<file path="config.mk">
export PLATFORM = sky130hd
export DESIGN_NAME = glb_chunk_deframer
export DESIGN_NICKNAME = d
export VERILOG_FILES = /design/src/sv/gcd_pkg.sv /design/src/sv/gcd_parse.sv /design/src/sv/gcd_out_reg.sv /design/src/sv/glb_chunk_deframer.sv
export SDC_FILE = /design/constraint.sdc
export NUM_CORES = 1
export LEC_CHECK = 0
export ABC_AREA = 1
export BUFFER_PORTS_ARGS = -buffer_cell sky130_fd_sc_hd__buf_2
export CORE_UTILIZATION = 59
export CTS_CLUSTER_SIZE = 8
export DETAILED_ROUTE_END_ITERATION = 7
export PLACE_DENSITY_LB_ADDON = 0.05
export SYNTH_ARGS = -nofsm -noshare
export SYNTH_HDL_FRONTEND = slang
export SYNTH_SLANG_ARGS = --single-unit
export TNS_END_PERCENT = 1
</file>
<file path="constraint.sdc">
create_clock -name clk -period 4.5 [get_ports clk]
set_input_delay 0.45 -clock clk [delete_from_list [all_inputs] [get_ports clk]]
set_output_delay 0.45 -clock clk [all_outputs]
set_load 0.01 [all_outputs]
</file>
<file path="src/sv/gcd_pkg.sv">
// Shared types, codes and constants for the GLB chunk deframer.
package gcd_pkg;

  localparam logic [31:0] GLB_MAGIC    = 32'h4654_6C67;
  localparam logic [31:0] GLB_JSON     = 32'h4E4F_534A;
  localparam logic [31:0] GLB_BIN      = 32'h004E_4942;
  localparam logic [31:0] GLB_VERSION  = 32'd2;
  localparam logic [31:0] GLB_HDR_LEN  = 32'd12;
  localparam logic [32:0] GLB_MIN_SIZE = 33'd20;

  // Byte position of the last byte of each file header word
  localparam logic [31:0] POS_MAGIC_END   = 32'd3;
  localparam logic [31:0] POS_VERSION_END = 32'd7;
  localparam logic [31:0] POS_LENGTH_END  = 32'd11;

  // Chunk header byte count at which the length word is complete
  localparam logic [2:0] HCNT_LEN_DONE = 3'd4;

  typedef enum logic [2:0] {
    KIND_HDR     = 3'd0,
    KIND_JSON    = 3'd1,
    KIND_BIN     = 3'd2,
    KIND_UNKNOWN = 3'd3,
    KIND_IGNORED = 3'd4
  } kind_t;

  typedef enum logic [1:0] {
    CLS_NONE    = 2'd0,
    CLS_JSON    = 2'd1,
    CLS_BIN     = 2'd2,
    CLS_UNKNOWN = 2'd3
  } chunk_class_t;

  typedef enum logic [2:0] {
    ST_OK       = 3'd0,
    ST_SMALL    = 3'd1,
    ST_MAGIC    = 3'd2,
    ST_VERSION  = 3'd3,
    ST_LENGTH   = 3'd4,
    ST_OVERRUN  = 3'd5,
    ST_NO_JSON  = 3'd6
  } status_t;

  typedef struct packed {
    logic [7:0] payload_byte;
    kind_t      byte_kind;
    logic       chunk_start;
    logic       error_seen;
    status_t    final_status;
    logic       is_final;
  } result_t;

endpackage

</file>
<file path="src/sv/gcd_parse.sv">
// Deframer state and the per-byte tagging logic.
module gcd_parse (
  input  logic            clk,
  input  logic            rst,
  input  logic            step,
  input  logic [7:0]      data_byte,
  input  logic            is_last,
  output gcd_pkg::result_t result
);
  import gcd_pkg::*;

  logic [31:0]  byte_position, byte_position_next;
  logic [31:0]  word_shift, word_shift_next;
  logic [31:0]  declared_length, declared_length_next;
  logic [31:0]  chunk_remaining, chunk_remaining_next;
  logic [2:0]   chunk_header_count, chunk_header_count_next;
  chunk_class_t chunk_class, chunk_class_next;
  logic         json_nonempty, json_nonempty_next;
  status_t      error_code, error_code_next;

  logic [31:0]  shifted;
  logic [31:0]  rem_dec;
  logic [2:0]   hcnt_inc;
  logic         hdr_no_fit;
  logic         chunk_overrun;
  logic [32:0]  file_size;
  chunk_class_t new_class;
  kind_t        kind;
  logic         start;
  status_t      status;

  always_comb begin
    byte_position_next      = byte_position;
    word_shift_next         = word_shift;
    declared_length_next    = declared_length;
    chunk_remaining_next    = chunk_remaining;
    chunk_header_count_next = chunk_header_count;
    chunk_class_next        = chunk_class;
    json_nonempty_next      = json_nonempty;
    error_code_next         = error_code;
    kind                    = KIND_IGNORED;
    start                   = 1'b0;
    new_class               = CLS_UNKNOWN;

    shifted       = {data_byte, word_shift[31:8]};
    rem_dec       = chunk_remaining - 32'd1;
    hcnt_inc      = chunk_header_count + 3'd1;
    hdr_no_fit    = ({1'b0, byte_position} + 33'd8) > {1'b0, declared_length};
    chunk_overrun = ({2'b0, byte_position} + 34'd1 + {2'b0, chunk_remaining})
                    > {2'b0, declared_length};

    priority if (byte_position < GLB_HDR_LEN) begin
      kind = KIND_HDR;
      word_shift_next = shifted;
      priority if (byte_position == POS_MAGIC_END && shifted != GLB_MAGIC &&
                   error_code == ST_OK) begin
        error_code_next = ST_MAGIC;
      end else if (byte_position == POS_VERSION_END && shifted != GLB_VERSION &&
                   error_code == ST_OK) begin
        error_code_next = ST_VERSION;
      end else if (byte_position == POS_LENGTH_END) begin
        declared_length_next = shifted;
      end else begin
      end
    end else if (error_code != ST_OK || byte_position >= declared_length) begin
      kind = KIND_IGNORED;
    end else if (chunk_class != CLS_NONE && chunk_header_count == 3'd0) begin
      kind  = kind_t'({1'b0, chunk_class});
      start = (chunk_remaining == word_shift);
      chunk_remaining_next = rem_dec;
      if (rem_dec == 32'd0) begin
        chunk_class_next = CLS_NONE;
      end
    end else if (chunk_header_count == 3'd0 && hdr_no_fit) begin
      kind = KIND_IGNORED;
    end else begin
      kind = KIND_HDR;
      word_shift_next = shifted;
      chunk_header_count_next = hcnt_inc;
      if (hcnt_inc == HCNT_LEN_DONE) begin
        chunk_remaining_next = shifted;
      end else if (hcnt_inc == 3'd0) begin
        if (chunk_overrun) begin
          error_code_next      = ST_OVERRUN;
          chunk_remaining_next = 32'd0;
          chunk_class_next     = CLS_NONE;
        end else begin
          if (shifted == GLB_JSON) begin
            new_class          = CLS_JSON;
            json_nonempty_next = (chunk_remaining != 32'd0);
          end else if (shifted == GLB_BIN) begin
            new_class = CLS_BIN;
          end
          word_shift_next  = chunk_remaining;
          chunk_class_next = (chunk_remaining != 32'd0) ? new_class : CLS_NONE;
        end
      end
    end

    if (byte_position != 32'hFFFF_FFFF) begin
      byte_position_next = byte_position + 32'd1;
    end

    file_size = {1'b0, byte_position} + 33'd1;
    status    = ST_OK;
    if (is_last) begin
      priority if (file_size < GLB_MIN_SIZE) begin
        status = ST_SMALL;
      end else if (error_code_next == ST_MAGIC || error_code_next == ST_VERSION) begin
        status = error_code_next;
      end else if ({1'b0, declared_length_next} > file_size) begin
        status = ST_LENGTH;
      end else if (error_code_next == ST_OVERRUN) begin
        status = ST_OVERRUN;
      end else if (!json_nonempty_next) begin
        status = ST_NO_JSON;
      end else begin
        status = ST_OK;
      end
    end

    result.payload_byte = data_byte;
    result.byte_kind    = kind;
    result.chunk_start  = start;
    result.error_seen   = (error_code_next != ST_OK) || (status != ST_OK);
    result.final_status = status;
    result.is_final     = is_last;
  end

  always_ff @(posedge clk) begin
    if (rst || (step && is_last)) begin
      byte_position      <= '0;
      word_shift         <= '0;
      declared_length    <= '0;
      chunk_remaining    <= '0;
      chunk_header_count <= '0;
      chunk_class        <= CLS_NONE;
      json_nonempty      <= 1'b0;
      error_code         <= ST_OK;
    end else if (step) begin
      byte_position      <= byte_position_next;
      word_shift         <= word_shift_next;
      declared_length    <= declared_length_next;
      chunk_remaining    <= chunk_remaining_next;
      chunk_header_count <= chunk_header_count_next;
      chunk_class        <= chunk_class_next;
      json_nonempty      <= json_nonempty_next;
      error_code         <= error_code_next;
    end
  end

endmodule

</file>
<file path="src/sv/gcd_out_reg.sv">
// Result register with valid/ready handshake toward the consumer.
module gcd_out_reg (
  input  logic             clk,
  input  logic             rst,
  input  logic             load,
  input  gcd_pkg::result_t result_in,
  output logic             full,
  output gcd_pkg::result_t result_out,
  input  logic             take
);
  import gcd_pkg::*;

  always_ff @(posedge clk) begin
    if (rst) begin
      full <= 1'b0;
    end else if (load) begin
      full <= 1'b1;
    end else if (take) begin
      full <= 1'b0;
    end
  end

  always_ff @(posedge clk) begin
    if (load) begin
      result_out <= result_in;
    end
  end

endmodule

</file>
<file path="src/sv/glb_chunk_deframer.sv">
// Top level of the GLB (binary glTF) container chunk deframer.
// Bytes of a GLB file enter one byte per handshake on the input channel; every
// accepted byte leaves as exactly one result word through a single result
// register. The input is ready whenever that register is empty or is being
// emptied in the same cycle, so a steady stream moves at one byte per clock
// while the consumer keeps out_ready high; the rate is set by the update of the
// parser state (position, word assembly, chunk counters), which is done in the
// same cycle the byte is accepted. Each result carries the byte, its kind
// (file or chunk header, JSON, BIN, unknown chunk payload, or ignored), a flag
// on the first payload byte of each chunk, and a sticky error flag. The byte
// marked is_last carries the final status (too small, bad magic, bad version,
// declared length beyond the file, chunk overrun, missing or empty JSON) and
// returns the parser to its reset state so the next byte opens a new file.
// There is no clearing pass after reset.
module glb_chunk_deframer (
  input  logic       clk,
  input  logic       rst,
  input  logic       in_valid,
  output logic       in_ready,
  input  logic [7:0] data_byte,
  input  logic       is_last,
  output logic       out_valid,
  input  logic       out_ready,
  output logic [7:0] payload_byte,
  output logic [2:0] byte_kind,
  output logic       chunk_start,
  output logic       error_seen,
  output logic [2:0] final_status,
  output logic       is_final
);
  import gcd_pkg::*;

  logic    accept;
  result_t step_result;
  result_t held;

  // Ready as long as the result register frees up this cycle
  assign in_ready = !out_valid || out_ready;
  assign accept   = in_valid && in_ready;

  gcd_parse u_parse (
    .clk       (clk),
    .rst       (rst),
    .step      (accept),
    .data_byte (data_byte),
    .is_last   (is_last),
    .result    (step_result)
  );

  gcd_out_reg u_out_reg (
    .clk        (clk),
    .rst        (rst),
    .load       (accept),
    .result_in  (step_result),
    .full       (out_valid),
    .result_out (held),
    .take       (out_ready)
  );

  assign payload_byte = held.payload_byte;
  assign byte_kind    = held.byte_kind;
  assign chunk_start  = held.chunk_start;
  assign error_seen   = held.error_seen;
  assign final_status = held.final_status;
  assign is_final     = held.is_final;

endmodule

</file>
==> results.py <==
metrics = {
    "routing": {
        "drt-initial-drc-count": 2003,
        "vias_per_cell": 6.12,
        "drc": 3,
        "antenna_left": 0,
        "drt_wl_total_um": 56300,
        "drt-pass1-iter-count": 8,
        "wl_per_cell_um": 20.5,
        "num_vias": 16800,
    },
    "final_layout": {
        "area_growth_pct": 25.2,
        "final_core_util": 0.757,
        "drive_gt1_frac": 0.185,
        "finalNetCount": 2598,
        "design_area_mm2": 0.0178,
    },
    "timing": {
        "worst_pin_slew_ns": 1.32,
        "fin_ws_ns": -0.575,
        "finalHoldViolations": 0,
        "fin_hold_ws_ns": 0.161,
        "setup_viol": 73,
        "tns_ns": -36.00,
        "period_share": 1.13,
        "finalMaxSlewViolations": 0,
        "clock_skew_ns": 0.0228,
        "layout_min_cycle_time_ns": 5.07,
        "fmax_mhz": 197,
        "rsz0062_at_grt": "yes",
        "maxSlewHeadroom": 0.122,
    },
    "synth": {
        "synth.ff_latch_count": 155,
        "synth-edff-count": 17,
        "synth_top_family_by_area": "simple AND/OR/NAND/NOR gates",
        "synth_most_common_cell": "nand2_1",
        "ys_top_cells_by_count": "398 x nand2_1, 324 x inv_1, 223 x a21oi_1, 174 x o21ai_0, 171 x nor2_1",
        "synth-main-ff-cell": "dfxtp_1",
        "syn_inst": 2161,
        "synth_fa_ha_area_frac": 0.150,
        "synth_cell_types": 52,
        "synthXorXnorAreaFrac": 0.0750,
        "syn_area_per_cell_um2": 6.59,
        "synth-simple-area-share": 0.240,
        "ys_async_sr_fraction": 0,
        "synth_nets": 2344,
        "synth_top_area_cell": "dfxtp_1",
        "syn_area_mm2": 0.0142,
        "synth_top_area_frac": 0.194,
        "yosysWarnings": 0,
        "synthTopCellsByArea": "dfxtp_1 19%, ha_1 15%, nand2_1 10%, inv_1 8.5%, a21oi_1 7.8%",
        "synth_compound_area_frac": 0.196,
        "ys_seq_area_frac": 0.230,
        "synthMuxAreaShare": 0.000703,
    },
    "floorplanning": {
        "die_w_um": 157,
        "rows": 56,
        "dieArea_mm2": 0.0248,
        "start_util": 0.605,
        "die_y_um": 157,
        "core_area_mm2": 0.0235,
        "pin_count": 32,
    },
    "hold_path": {
        "min_path_type": "in2reg",
        "holdPathEnd": "u_out_reg.full",
        "whs_path_depth": 2,
        "hold_start": "rst",
    },
    "grt": {
        "grt_max_degree": 76,
        "antenna_found_initial": 1,
        "grt_use_total": 0.463,
        "grt_pass1_vias": 15900,
        "grt_pass1_wl_um": 86300,
        "grt_overflow": 0,
    },
    "clocking": {
        "cts_buffers": 17,
        "htree_levels": 4,
        "clk_pin_slew_ns": 0.07,
        "cts_root_buf": "clkbuf_16",
        "cts_hold_repair.buffers": 0,
        "insertion_delay_ns": 0.46,
        "clock_sinks": 155,
        "clockBufferDepth": 2,
        "cts_tree": "done",
    },
    "setup_path": {
        "cp.required_ns": 4.69,
        "arrival_ns": 5.27,
        "startpoint_type": "register",
        "cpPeakStageDelay_ns": 0.38,
        "reg2reg_to": "u_out_reg.result_out[4]",
        "ff2ff_setup_slack_ns": -0.57,
        "cp-end-kind": "register",
        "critPathKind": "reg2reg",
        "path_common_cell": "nand2_1",
        "cp_slowest_cell": "xor2_2",
        "path_max_fanout": 5,
        "r2r_start": "u_parse.byte_position[15]",
        "reg2regPathDepth": 36,
    },
    "power_and_ir_drop": {
        "finalPower_mw": 4.62,
        "p_leak_nw": 8.84,
        "p_per_area_mw_per_mm2": 259,
        "ir_drop_mv": 0.241,
    },
    "placement": {
        "place_area_mm2": 0.0168,
        "hpwl_um": 43300,
        "gp_congestion": 1.03,
        "io_buffer_count": 31,
    },
    "status": {
        "outcome": "complete, but fails checks",
        "violations": "design-rule violations, negative setup slack",
    },
    "run": {
        "maxCapViolations": 0,
    },
}
worst max-delay path: cells and delay by family (launching register included):
family,cells,cell delay (ns)
xor gates and xnor gates,2,0.55
adders and majority gates,2,0.60
buffers and inverters,4,0.51
DFF,1,0.35
and+or+nand+nor,28,2.78
metrics by stage:
step / std cells / setup WS, ns
2_1_floorplan: 2161 / 0.00510
3_3_place_gp: 2705 / -0.484
3_5_place_dp: 2705 / -0.629
4_1_cts: 2747 / -0.342
5_1_grt: 2747 / -0.807
6_report: 2748 / -0.575
cell type report:
class	count	area, um^2
tap	319	399
multi-input combinational	1607	9920
sequential	155	3290
clock inverter	14	159
antenna	1	2.50
clock buffer	18	429
fill	1898	5710
inverter	332	1250
timing repair buffer	302	2390
layer usage:
layer  track usage  up-vias  wire length, um
met3        0.0986      262             6250
met2         0.727     1085            24400
met5             0        -               17
met1         0.581     7734            21800
li1              -     7723                -
met4         0.280        2             3760
state kept, by name (all words and copies together), names as in the netlist:
signal / flops
u_parse.json_nonempty: 1
u_parse.declared_length: 32
u_parse.error_code: 3
u_parse.word_shift: 32
u_parse.byte_position: 32
u_out_reg.full: 1
u_out_reg.result_out: 17
u_parse.chunk_header_count: 3
u_parse.chunk_remaining: 32
u_parse.chunk_class: 2
how the worst max path moves through the flow:
stage / startpoint / to / slack, ns / cells past startpoint
floorplan: u_parse.byte_position[3] / u_out_reg.result_out[4] / 0.005 / 35
global placement: u_parse.byte_position[4] / u_parse.chunk_remaining[24] / -0.48 / 30
detailed placement: u_parse.byte_position[4] / u_parse.chunk_remaining[30] / -0.63 / 30
CTS: u_parse.byte_position[4] / u_out_reg.result_out[4] / -0.34 / 34
global route: u_parse.byte_position[4] / u_out_reg.result_out[4] / -0.81 / 38
finish: u_parse.byte_position[15] / u_out_reg.result_out[4] / -0.57 / 36
layout by cell type, fill, tap and decap left out, types with 20 or more instances in the layout:
master   synthesis  routed
nor3_1          35      29
xnor2_1         38      38
nand4_1         54      54
buf_2            7      31
o22ai_1         21      20
xor2_1          84      75
ha_1           169     160
nand3_1         76      72
nor4_1          25      23
nor2_1         171     156
dfxtp_1        138     130
a21oi_1        223     213
nand2_1        398     388
buf_4            6     256
o21ai_1         64      65
inv_1          324     320
o21ai_0        174     167
what timing repair did:
action,4_1_cts,5_1_grt
gates resized for setup,60,19
setup endpoints to repair,73,73
pin swaps,34,6
buffers inserted,7,0
cloned,3,0
power breakdown:
part	total (mW)	switching (mW)	internal [mW]
sequential	1.60	0.105	1.49
combinational	1.53	0.976	0.552
clock	1.49	0.750	0.742
total	4.62	1.83	2.79
cell families after synthesis:
group                      count (synthesis)
and+or+nand+nor                          787
AOI/OAI and AO/OA                        527
buffers and inverters                    399
adders and majority gates                170
DFF                                      155
xor gates and xnor gates                 122
muxes                                      1
Note: power is estimated with default switching activity, not from simulation.
